`src/rtl/psc_pkg.sv`:
```
package psc_pkg;

	localparam int TIME_W     = 32;
	localparam int CFG_W      = 16;
	localparam int OUT_W      = 8;
	localparam int CFG_IDX_W  = 2;
	localparam int COUNT_BITS_DEF = 8;

	localparam logic [CFG_W-1:0] RST_MIN_PULSE   = 16'd50;
	localparam logic [CFG_W-1:0] RST_MAX_PULSE   = 16'd300;
	localparam logic [CFG_W-1:0] RST_SER_TIMEOUT = 16'd2500;

	// The match counter stops here; reaching it confirms the count.
	localparam logic [1:0] MATCH_SAT = 2'd2;

	typedef enum logic [CFG_IDX_W-1:0] {
		REG_MIN_PULSE   = 2'd0,
		REG_MAX_PULSE   = 2'd1,
		REG_SER_TIMEOUT = 2'd2
	} cfg_reg_e;

	typedef struct packed {
		logic [CFG_W-1:0] min_pulse_ms;
		logic [CFG_W-1:0] max_pulse_ms;
		logic [CFG_W-1:0] series_timeout_ms;
	} psc_cfg_t;

	typedef struct packed {
		logic              level;
		logic [TIME_W-1:0] time_ms;
		logic              clear;
	} psc_item_t;

	typedef struct packed {
		logic [OUT_W-1:0] confirmed_preset;
		logic             series_ended;
		logic [OUT_W-1:0] series_count;
	} psc_result_t;

endpackage

```
`src/rtl/psc_cfg.sv`:
```
module psc_cfg (
	input  logic                          clk,
	input  logic                          arst_n,
	input  logic                          cfg_valid,
	output logic                          cfg_ready,
	input  logic [psc_pkg::CFG_IDX_W-1:0] cfg_index,
	input  logic [psc_pkg::CFG_W-1:0]     cfg_data,
	output psc_pkg::psc_cfg_t             cfg
);
	import psc_pkg::*;

	psc_cfg_t cfg_q;

	assign cfg_ready = 1'b1;
	assign cfg       = cfg_q;

	// Writes to an index outside the register list are dropped.
	always_ff @(posedge clk or negedge arst_n) begin
		if (!arst_n) begin
			cfg_q.min_pulse_ms      <= RST_MIN_PULSE;
			cfg_q.max_pulse_ms      <= RST_MAX_PULSE;
			cfg_q.series_timeout_ms <= RST_SER_TIMEOUT;
		end else if (cfg_valid && cfg_ready) begin
			case (cfg_index)
				REG_MIN_PULSE:   cfg_q.min_pulse_ms      <= cfg_data;
				REG_MAX_PULSE:   cfg_q.max_pulse_ms      <= cfg_data;
				REG_SER_TIMEOUT: cfg_q.series_timeout_ms <= cfg_data;
				default: ;
			endcase
		end
	end

endmodule

```
`src/rtl/psc_core.sv`:
```
module psc_core #(
	parameter int COUNT_BITS = psc_pkg::COUNT_BITS_DEF
) (
	input  logic                 clk,
	input  logic                 arst_n,
	input  logic                 fire,
	input  psc_pkg::psc_item_t   item,
	input  psc_pkg::psc_cfg_t    cfg,
	output psc_pkg::psc_result_t result
);
	import psc_pkg::*;

	localparam logic [COUNT_BITS-1:0] COUNT_MAX = '1;
	localparam int EXT_W = (COUNT_BITS > OUT_W) ? COUNT_BITS : OUT_W;

	logic                  in_series_q, in_series_n;
	logic                  prev_level_q, prev_level_n;
	logic                  pulse_active_q, pulse_active_n;
	logic [TIME_W-1:0]     pulse_start_q, pulse_start_n;
	logic [TIME_W-1:0]     last_end_q, last_end_n;
	logic [COUNT_BITS-1:0] cur_cnt_q, cur_cnt_n;
	logic [COUNT_BITS-1:0] prev_cnt_q, prev_cnt_n;
	logic [1:0]            match_q, match_n;
	logic [COUNT_BITS-1:0] conf_q, conf_n;

	logic [TIME_W-1:0]     width;
	logic [TIME_W-1:0]     idle_time;
	logic                  width_ok;
	logic                  valid_end;
	logic                  ended;
	logic [1:0]            match_inc;
	logic [EXT_W-1:0]      cnt_ext;
	logic [EXT_W-1:0]      conf_ext;

	assign width    = item.time_ms - pulse_start_q;
	assign width_ok = (width >= TIME_W'(cfg.min_pulse_ms)) &&
	                  (width <= TIME_W'(cfg.max_pulse_ms));
	assign match_inc = (match_q < MATCH_SAT) ? 2'(match_q + 2'd1) : match_q;

	always_comb begin
		in_series_n    = in_series_q;
		prev_level_n   = prev_level_q;
		pulse_active_n = pulse_active_q;
		pulse_start_n  = pulse_start_q;
		last_end_n     = last_end_q;
		cur_cnt_n      = cur_cnt_q;
		prev_cnt_n     = prev_cnt_q;
		match_n        = match_q;
		conf_n         = conf_q;
		valid_end      = 1'b0;
		ended          = 1'b0;
		idle_time      = item.time_ms - last_end_q;

		if (item.clear) begin
			in_series_n    = 1'b0;
			cur_cnt_n      = '0;
			prev_cnt_n     = '0;
			match_n        = '0;
			conf_n         = '0;
			pulse_active_n = 1'b0;
			prev_level_n   = item.level;
		end else begin
			if (item.level != prev_level_q) begin
				if (!item.level) begin
					pulse_active_n = 1'b1;
					pulse_start_n  = item.time_ms;
				end else if (pulse_active_q) begin
					if (width_ok) begin
						valid_end   = 1'b1;
						in_series_n = 1'b1;
						if (!in_series_q) begin
							cur_cnt_n = COUNT_BITS'(1);
						end else if (cur_cnt_q != COUNT_MAX) begin
							cur_cnt_n = cur_cnt_q + COUNT_BITS'(1);
						end
						last_end_n = item.time_ms;
					end else begin
						in_series_n = 1'b0;
						cur_cnt_n   = '0;
					end
					pulse_active_n = 1'b0;
				end
				prev_level_n = item.level;
			end
			// A pulse that ended validly on this sample leaves no idle time.
			if (valid_end) begin
				idle_time = '0;
			end
			if (in_series_n && !pulse_active_n &&
			    idle_time > TIME_W'(cfg.series_timeout_ms)) begin
				ended = 1'b1;
				if (prev_cnt_q == '0 || cur_cnt_n != prev_cnt_q) begin
					prev_cnt_n = cur_cnt_n;
					match_n    = 2'd1;
				end else begin
					match_n = match_inc;
					if (match_inc >= MATCH_SAT) begin
						conf_n = cur_cnt_n;
					end
				end
				in_series_n = 1'b0;
				cur_cnt_n   = '0;
			end
		end
	end

	always_ff @(posedge clk or negedge arst_n) begin
		if (!arst_n) begin
			in_series_q    <= 1'b0;
			prev_level_q   <= 1'b1;
			pulse_active_q <= 1'b0;
			pulse_start_q  <= '0;
			last_end_q     <= '0;
			cur_cnt_q      <= '0;
			prev_cnt_q     <= '0;
			match_q        <= '0;
			conf_q         <= '0;
		end else if (fire) begin
			in_series_q    <= in_series_n;
			prev_level_q   <= prev_level_n;
			pulse_active_q <= pulse_active_n;
			pulse_start_q  <= pulse_start_n;
			last_end_q     <= last_end_n;
			cur_cnt_q      <= cur_cnt_n;
			prev_cnt_q     <= prev_cnt_n;
			match_q        <= match_n;
			conf_q         <= conf_n;
		end
	end

	assign cnt_ext  = EXT_W'(cur_cnt_n);
	assign conf_ext = EXT_W'(conf_n);

	assign result.confirmed_preset = conf_ext[OUT_W-1:0];
	assign result.series_ended     = ended;
	assign result.series_count     = cnt_ext[OUT_W-1:0];

endmodule

```
`src/rtl/pulse_series_count_confirmer.sv`:
```
// Channel | Direction | Handshake           | Payload
// --------+-----------+---------------------+------------------------------------------
// in      | in        | in_valid / in_stall | level, time_ms, clear
// out     | out       | out_valid/out_stall | confirmed_preset, series_ended, series_count
// cfg     | in        | cfg_valid/cfg_ready | cfg_index, cfg_data
//
// A sample beat is captured in an input register and evaluated against the series state in
// combinational logic. Its result is registered in the output register when that stage is free,
// and one beat can be taken every cycle unless the output stalls with both stages full. The output
// register is the stage that separates the two sides, so a waiting result does not hold up the
// next capture.
// Reset is asynchronous and active low; it empties both stages and restores state and limits.
// A stall on the output only holds the input side once both stages are full.
module pulse_series_count_confirmer #(
	parameter int COUNT_BITS = psc_pkg::COUNT_BITS_DEF
) (
	input  logic                          clk,
	input  logic                          arst_n,
	input  logic                          in_valid,
	output logic                          in_stall,
	input  logic                          level,
	input  logic [psc_pkg::TIME_W-1:0]    time_ms,
	input  logic                          clear,
	output logic                          out_valid,
	input  logic                          out_stall,
	output logic [psc_pkg::OUT_W-1:0]     confirmed_preset,
	output logic                          series_ended,
	output logic [psc_pkg::OUT_W-1:0]     series_count,
	input  logic                          cfg_valid,
	output logic                          cfg_ready,
	input  logic [psc_pkg::CFG_IDX_W-1:0] cfg_index,
	input  logic [psc_pkg::CFG_W-1:0]     cfg_data
);
	import psc_pkg::*;

	psc_cfg_t    cfg;
	psc_item_t   item_s1;
	logic        valid_s1;
	psc_result_t result_s1;
	psc_result_t result_s2;
	logic        valid_s2;
	logic        advance;
	logic        s2_free;

	// The output stage can take a new result when it is empty or its beat leaves now.
	assign s2_free  = !valid_s2 || !out_stall;
	assign advance  = valid_s1 && s2_free;
	// The input register is free when empty or when its item moves on this cycle.
	assign in_stall = valid_s1 && !s2_free;

	psc_cfg u_cfg (
		.clk       (clk),
		.arst_n    (arst_n),
		.cfg_valid (cfg_valid),
		.cfg_ready (cfg_ready),
		.cfg_index (cfg_index),
		.cfg_data  (cfg_data),
		.cfg       (cfg)
	);

	// Input register: the sample is captured here before evaluation.
	always_ff @(posedge clk or negedge arst_n) begin
		if (!arst_n) begin
			valid_s1 <= 1'b0;
		end else if (!in_stall) begin
			valid_s1 <= in_valid;
		end
	end

	always_ff @(posedge clk) begin
		if (in_valid && !in_stall) begin
			item_s1.level   <= level;
			item_s1.time_ms <= time_ms;
			item_s1.clear   <= clear;
		end
	end

	// The series state commits only when the evaluated sample moves into the output stage,
	// so each sample updates it exactly once.
	psc_core #(
		.COUNT_BITS (COUNT_BITS)
	) u_core (
		.clk    (clk),
		.arst_n (arst_n),
		.fire   (advance),
		.item   (item_s1),
		.cfg    (cfg),
		.result (result_s1)
	);

	// Output register.
	always_ff @(posedge clk or negedge arst_n) begin
		if (!arst_n) begin
			valid_s2 <= 1'b0;
		end else if (s2_free) begin
			valid_s2 <= valid_s1;
		end
	end

	always_ff @(posedge clk) begin
		if (advance) begin
			result_s2 <= result_s1;
		end
	end

	assign out_valid        = valid_s2;
	assign confirmed_preset = result_s2.confirmed_preset;
	assign series_ended     = result_s2.series_ended;
	assign series_count     = result_s2.series_count;

`ifndef ASSERT_OFF
	// A series that ends on a sample always leaves the running count at zero.
	a_end_zero: assert property (@(posedge clk) disable iff (!arst_n)
		out_valid && series_ended |-> series_count == '0)
		else $error("series ended with a non-zero running count");

	// A clear sample that advances produces an all-zero result on the next cycle.
	a_clear_zero: assert property (@(posedge clk) disable iff (!arst_n)
		advance && item_s1.clear |=>
		out_valid && confirmed_preset == '0 && !series_ended && series_count == '0)
		else $error("clear sample did not give an all-zero result");

	// Both stages full with the output held must push back on the input side.
	a_backpressure: assert property (@(posedge clk) disable iff (!arst_n)
		valid_s1 && valid_s2 && out_stall |-> in_stall)
		else $error("input not stalled while both stages are full");

	// A result that cannot leave stays in the output register.
	a_hold: assert property (@(posedge clk) disable iff (!arst_n)
		valid_s2 && out_stall |=> valid_s2 && $stable(result_s2))
		else $error("held result changed or vanished");
`endif

endmodule

```
`config.mk`:
```
export PLATFORM = sky130hd
export DESIGN_NAME = pulse_series_count_confirmer
export DESIGN_NICKNAME = d
export VERILOG_FILES = /design/src/rtl/psc_pkg.sv /design/src/rtl/psc_cfg.sv /design/src/rtl/psc_core.sv /design/src/rtl/pulse_series_count_confirmer.sv
export SDC_FILE = /design/constraint.sdc
export NUM_CORES = 1
export LEC_CHECK = 0
export ABC_CLOCK_PERIOD_IN_PS = 8650
export BUFFER_PORTS_ARGS = -buffer_cell sky130_fd_sc_hd__buf_2
export CORE_MARGIN = 2
export CORE_UTILIZATION = 41
export DETAILED_ROUTE_END_ITERATION = 8
export GPL_TIMING_DRIVEN = 0
export SETUP_SLACK_MARGIN = 0.02
export SYNTH_ARGS = -nofsm -noshare
export SYNTH_HDL_FRONTEND = slang
export SYNTH_SLANG_ARGS = --single-unit
```
`constraint.sdc`:
```
create_clock -name clk -period 8.65 [get_ports clk]
set_input_delay 1.2975 -clock clk [delete_from_list [all_inputs] [get_ports clk]]
set_output_delay 1.2975 -clock clk [all_outputs]
set_load 0.02 [all_outputs]
```
### Yosys cells after proc, flatten, opt, wreduce, memory -nomap -nowiden

Index checks and enable logic that the tools add are counted.

| word-level totals | value |
|---|---|
| input port bits | 57 |
| register bits | 194 |

| operators by class | value |
|---|---|
| order comparisons | 5 |
| bitwise gates (word level) | 2 |
| equality and inequality tests | 5 |
| add/sub/neg operators | 4 |
| reductions and logical operators | 26 |
| muxes and demuxes | 40 |

Operator list:

| operator | number |
|---|---|
| $mux 8 | 16 |
| $mux 32 | 2 |
| $sub 32x32->32 | 2 |
| $ge 32x16->1 | 1 |
| $gt 32x16->1 | 1 |
| $le 32x16->1 | 1 |
| $mux 1 | 18 |
| $reduce_and 2->1 | 5 |
| $add 8x1->8 const B | 1 |
| $logic_not 8->1 | 1 |
| $mux 2 | 4 |
| $ne 8x8->1 | 1 |
| $ne 8x8->1 const B | 1 |
| $logic_and 1x1->1 | 6 |
| $reduce_and 6->1 | 1 |
| $reduce_bool 2->1 | 3 |
| $logic_not 1->1 | 5 |
| $reduce_and 4->1 | 1 |
| $reduce_and 3->1 | 1 |
| $add 2x1->2 const B | 1 |
| $eq 2x1->1 const B | 1 |
| $eq 2x2->1 const B | 1 |
| $ge 2x2->1 const B | 1 |
| $logic_not 2->1 | 1 |
| other kinds (4) | 6 |

### Depth between registers and ports, before layout

| logic depth | value |
|---|---|
| depth in word-level cells | 14 |
| mapped depth | 39 |

### Cells and area by module

A second synthesis with hierarchy kept.

| unflattened totals | value |
|---|---|
| cells, all modules | 1405 |
| area, all modules | 13411.6 um^2 |

Modules (own cells, without submodules):

| module | cells an instance | times used | area an instance (um^2) |
|---|---|---|---|
| psc_core | 1242 | 1 | 9945.8 |
| psc_cfg | 104 | 1 | 1841.8 |
| pulse_series_count_confirmer | 59 | 1 | 1624.1 |

### Worst setup path after synthesis

No wires, ideal clock.

| path | value |
|---|---|
| path kind | register to register |
| start point | register item_s1[2] in the netlist's numbering |
| end point | register u_core.cur_cnt_q[6] |
| data arrival time | 7.336 ns |
| stages on the path, launching flop included | 36 |
| setup time | 0.095 ns |
| slack | 1.219 ns |
| path buffers | 4 |
| path through | edfxtp_1 ha_1 nor2b_1 o31a_1 o21a_1 nor2_1 nor2b_1 o21ai_0 nand2b_1 a31oi_1 xnor2_1 ha_1 nand4_1 or4_1 nand2_1 nand4_1 or4_1 nor4_2 and2_1 buf_2 buf_1 nor2_1 ha_1 or3_1 o211a_1 o21ai_0 o2111ai_1 a2111oi_0 nand4_1 nor4_1 a21oi_1 a21oi_1 nand2b_1 clkbuf_1 buf_2 o31ai_1 |

| on the way | value |
|---|---|
| longest elaborated chain between the ends | 14 |
| elaborated cells on any way between the ends | 26 |

RTL lines:

| item | RTL line | source |
|---|---|---|
| from (decl) | pulse_series_count_confirmer.sv:37 | `psc_item_t item_s1;` |
| $sub 32x32->32 | psc_core.sv:35 | `assign width = item.time_ms - pulse_start_q;` |
| $ge 32x16->1 / $le 32x16->1 (equally long branches) | psc_core.sv:36, psc_core.sv:37 |  |
| $logic_and 1x1->1 | psc_core.sv:36 | `assign width_ok = (width >= TIME_W'(cfg.min_pulse_ms)) &&` |
| $mux 1 | psc_core.sv:68 | `if (width_ok) begin` |
| $mux 1 | psc_core.sv:67 | `end else if (pulse_active_q) begin` |
| $mux 1 | psc_core.sv:64 | `if (!item.level) begin` |
| $mux 1 | psc_core.sv:63 | `if (item.level != prev_level_q) begin` |
| $mux 1 | psc_core.sv:54 | `if (item.clear) begin` |
| $mux 32 | psc_core.sv:86 | `if (valid_end) begin` |
| $mux 32 | psc_core.sv:54 |  |
| $gt 32x16->1 | psc_core.sv:90 | `idle_time > TIME_W'(cfg.series_timeout_ms)) begin` |
| $logic_and 1x1->1 | psc_core.sv:89 | `if (in_series_n && !pulse_active_n &&` |
| $mux 8 * | psc_core.sv:89 |  |
| $mux 8 * | psc_core.sv:54 |  |
| to (signal assigned) | psc_core.sv:124 | `cur_cnt_q <= cur_cnt_n;` |
| to (decl) | psc_core.sv:21 | `logic [COUNT_BITS-1:0] cur_cnt_q, cur_cnt_n;` |

Every way passes the cells marked *; elsewhere a longest branch is shown, timed or not. The select of a mux whose other input is x is not followed.
A chain may end at the register's enable or synchronous reset.

==> impl_metrics.env <==
export IMPL_clkTransAtPathRegs_ps=70
export IMPL_final_util=0.4713
export IMPL_worst_r2r_setup_slack_ps=420
export IMPL_crit_path_start_kind="flop"
export IMPL_synthToLayoutAreaGrowth_pct=13.37
export IMPL_antenna_found_initial=0
export IMPL_grt_max_degree=80
export IMPL_grt_use_total=0.2110
export IMPL_synth_edf_count=51
export IMPL_diodes=0
export IMPL_setup_viol=0
export IMPL_r2r_cells=34
export IMPL_insertion_delay_ps=460
export IMPL_cts_tree="built"
export IMPL_die_area_mm2=0.03446
export IMPL_critPathArrivalTime_ps=8400
export IMPL_grt_pass1_wl_um=57130
export IMPL_clock_sinks=194
export IMPL_ctsHtreeMaxLevel=4
export IMPL_critPathCapture="confirmed_preset[2]"
export IMPL_grt_pass1_vias=10935
export IMPL_overflow=0
export IMPL_hp_class="reg -> reg"
export IMPL_maxSlewViolCount=0
export IMPL_fin_cells=2027
export IMPL_slew_headroom=0.2950
export IMPL_cp_slowest_cell="or4_4"
export IMPL_fill_cells=3204
export IMPL_ys_ff_latch=194
export IMPL_p_leak_nw=6.614
export IMPL_dr_total_vias=11193
export IMPL_finalHoldViolCount=0
export IMPL_synth_ff_type="dfrtp_1"
export IMPL_status="complete, no violations"
export IMPL_nets=1743
export IMPL_place_area_mm2=0.01449
export IMPL_drt_iter0_markers=805
export IMPL_synth_yosys_seq_area_share=0.3790
export IMPL_r2r_start="item_s1[6]"
export IMPL_drtPass1Iterations=5
export IMPL_fin_area_mm2=0.01533
export IMPL_finalCritPeriodShare=0.9514
export IMPL_place_congestion=0.8828
export IMPL_cp_startpoint="item_s1[6]"
export IMPL_fin_skew_ps=10.58
export IMPL_ios=77
export IMPL_dp_cells=1986
export IMPL_cap_violations=0
export IMPL_rows=66
export IMPL_power_density_mw_per_mm2=242.4
export IMPL_timing_fmax_ghz=0.1215
export IMPL_crit_type="reg -> reg"
export IMPL_async_flop_share=0.7371
export IMPL_wl_per_cell_um=17.15
export IMPL_clockBufferDepth=2
export IMPL_root_buffer="clkbuf_16"
export IMPL_cts_buffers=17
export IMPL_coreArea_mm2=0.03254
export IMPL_initial_utilization=0.4157
export IMPL_io_buffer_count=75
export IMPL_hold_ws_ps=486.6
export IMPL_vias_per_cell=5.522
export IMPL_syn_avg_cell_area_um2=9.214
export IMPL_critical_path_required_ps=8820
export IMPL_place_ws_ps=-1626
export IMPL_dieHeight_um=185.6
export IMPL_synthDistinctLibCells=91
export IMPL_drc=0
export IMPL_rsz0062_at_grt="false"
export IMPL_yosysWarnings=0
export IMPL_synth_area_mm2=0.01353
export IMPL_cpPeakStageDelay_ps=600
export IMPL_hpwl_um=26950
export IMPL_worstPathMaxFanout=10
export IMPL_dieWidth_um=185.6
export IMPL_setup_ws_ps=420.7
export IMPL_drive_above_1_share=0.1685
export IMPL_antenna_left=0
export IMPL_postRouteWirelength_um=34770
export IMPL_syn_num_nets=1639
export IMPL_peakVddDrop_v=0.0001652
export IMPL_r2r_end="confirmed_preset[2]"
export IMPL_endpoint_kind="flop"
export IMPL_postSynthCellCount=1468
export IMPL_layout_min_cycle_time_ps=8229
export IMPL_tightest_slew_ps=1046
layout by cell type (no fill, tap or decap), drive strengths merged, types with 9 or more instances in the layout:
cell    count
nor2b      10
a21oi      91
edfxtp     51
dfrtp     130
ha        112
nor2       83
a31oi      19
o31ai      12
inv       162
xnor2      33
o21a       15
nor3       17
nand4      29
a21o       25
nand3      40
xor2       17
mux2       66
nor4       13
dfstp      13
clkbuf     60
a311oi      9
o211ai     20
o21ai     100
a221o      13
a211oi     22
buf       110
or3         9
nand2     132
nand2b     13
o21bai     16
per-stage QoR:
step                      total power, mW  TNS [ps]
after CTS                           3.689         0
after global routing                4.032         0
after global placement              2.811    -56530
final                               3.717         0
after floorplan                     2.397         0
after detailed placement            2.846    -59410
report_power, final:
group / internal, mW / switching [mW] / total, mW
Sequential: 1.08 / 0.0733 / 1.16
Combinational: 0.677 / 1.06 / 1.74
Clock: 0.443 / 0.379 / 0.822
Total: 2.20 / 1.51 / 3.72
critical path: cells and delay by family, from the launching register on:
kind | cells | cell delay [ps]
simple gates | 11 | 2670
compound gates | 14 | 2730
xor+xnor | 1 | 200
flops | 1 | 490
fa+ha+maj | 3 | 970
buf+inv | 5 | 850
what timing repair did:
action                                  in CTS  in global routing
setup buffers                                3                  8
hold endpoints to repair                     0                  0
endpoints found under the setup margin      44                 44
hold buffers                                 0                  0
pin swaps                                    2                 11
gates resized for setup                     11                 24
flip-flops by register name, summed over array words and instances, names as in the netlist, 8 cells and up:
| name | cells |
|---|---|
| item_s1 | 34 |
| series_count | 8 |
| u_core.prev_cnt_q | 8 |
| u_core.last_end_q | 32 |
| confirmed_preset | 8 |
| u_core.cur_cnt_q | 8 |
| u_core.conf_q | 8 |
| u_core.pulse_start_q | 32 |
| u_cfg.cfg | 48 |
layout make-up:
| class | count | area (um2) | area share |
|---|---|---|---|
| buffer | 65 | 307.8 | 0.02007 |
| clock buffer | 18 | 439.2 | 0.02864 |
| clock inverter | 14 | 163.9 | 0.01069 |
| inverter | 155 | 581.8 | 0.03794 |
| multi-input combinational | 1052 | 7670 | 0.5002 |
| sequential | 194 | 5126 | 0.3343 |
| tap | 442 | 553.0 | 0.03607 |
| timing repair buffer | 87 | 491.7 | 0.03207 |
cells by family (layout without fill, tap and decap cells):
group           after synthesis  after routing  synth area share
xor+xnor                     50             50           0.03238
other cells                   1              1         0.0002773
flops                       194            194            0.3790
simple gates                390            390            0.1411
mux                          72             72           0.05939
buf+inv                     222            339           0.06531
fa+ha+maj                   114            114            0.1066
compound gates              425            425            0.2160
metal layers:
| layer | track usage | up-vias | wire length [um] |
|---|---|---|---|
| li1 | - | 5559 | - |
| met1 | 0.2914 | 5373 | 16830 |
| met2 | 0.3415 | 227 | 16010 |
| met3 | 0.03796 | 34 | 1393 |
| met4 | 0.05480 | 0 | 532 |
| met5 | 0 | - | 0 |
how the worst min path moves through the flow:
| stage | cells after the start | endpoint | startpoint | slack (ps) |
|---|---|---|---|---|
| detailed placement | 2 | u_core.last_end_q[1] | u_core.last_end_q[1] | 480 |
| global placement | 2 | u_core.last_end_q[1] | u_core.last_end_q[1] | 470 |
| finish | 2 | u_core.last_end_q[1] | u_core.last_end_q[1] | 490 |
| CTS | 2 | u_core.last_end_q[1] | u_core.last_end_q[1] | 490 |
| floorplan | 2 | u_core.last_end_q[1] | u_core.last_end_q[1] | 450 |
| global route | 1 | u_core.last_end_q[13] | u_core.last_end_q[13] | 520 |
synth_stat cells, drive strengths merged (5+ instances only):
cell type	count	area [um2]
a211oi	22	182.7
a21o	25	187.7
a21oi	91	455.4
a221o	13	130.1
a221oi	7	78.83
a311oi	9	78.83
a31oi	19	118.9
and2	8	50.05
and3	8	50.05
buf	23	136.4
clkbuf	44	165.2
dfrtp	130	3253
dfstp	13	341.6
edfxtp	51	1531
ha	112	1401
inv	154	578.1
mux2	66	743.2
mux2i	6	60.06
nand2	132	495.5
nand2b	13	81.33
nand3	40	200.2
nand3b	6	45.04
nand4	29	187.7
nor2	83	311.6
nor2b	10	62.56
nor3	17	101.4
nor4	13	87.58
o2111ai	6	52.55
o211a	5	50.05
o211ai	20	160.2
o21a	15	120.1
o21ai	100	500.5
o21bai	16	120.1
o311ai	8	70.07
o31a	8	70.07
o31ai	12	90.09
or2	5	31.28
or3	9	61.31
or4	7	56.30
xnor2	33	289.0
xor2	17	148.9
Note: power is estimated with default switching activity, not from simulation.
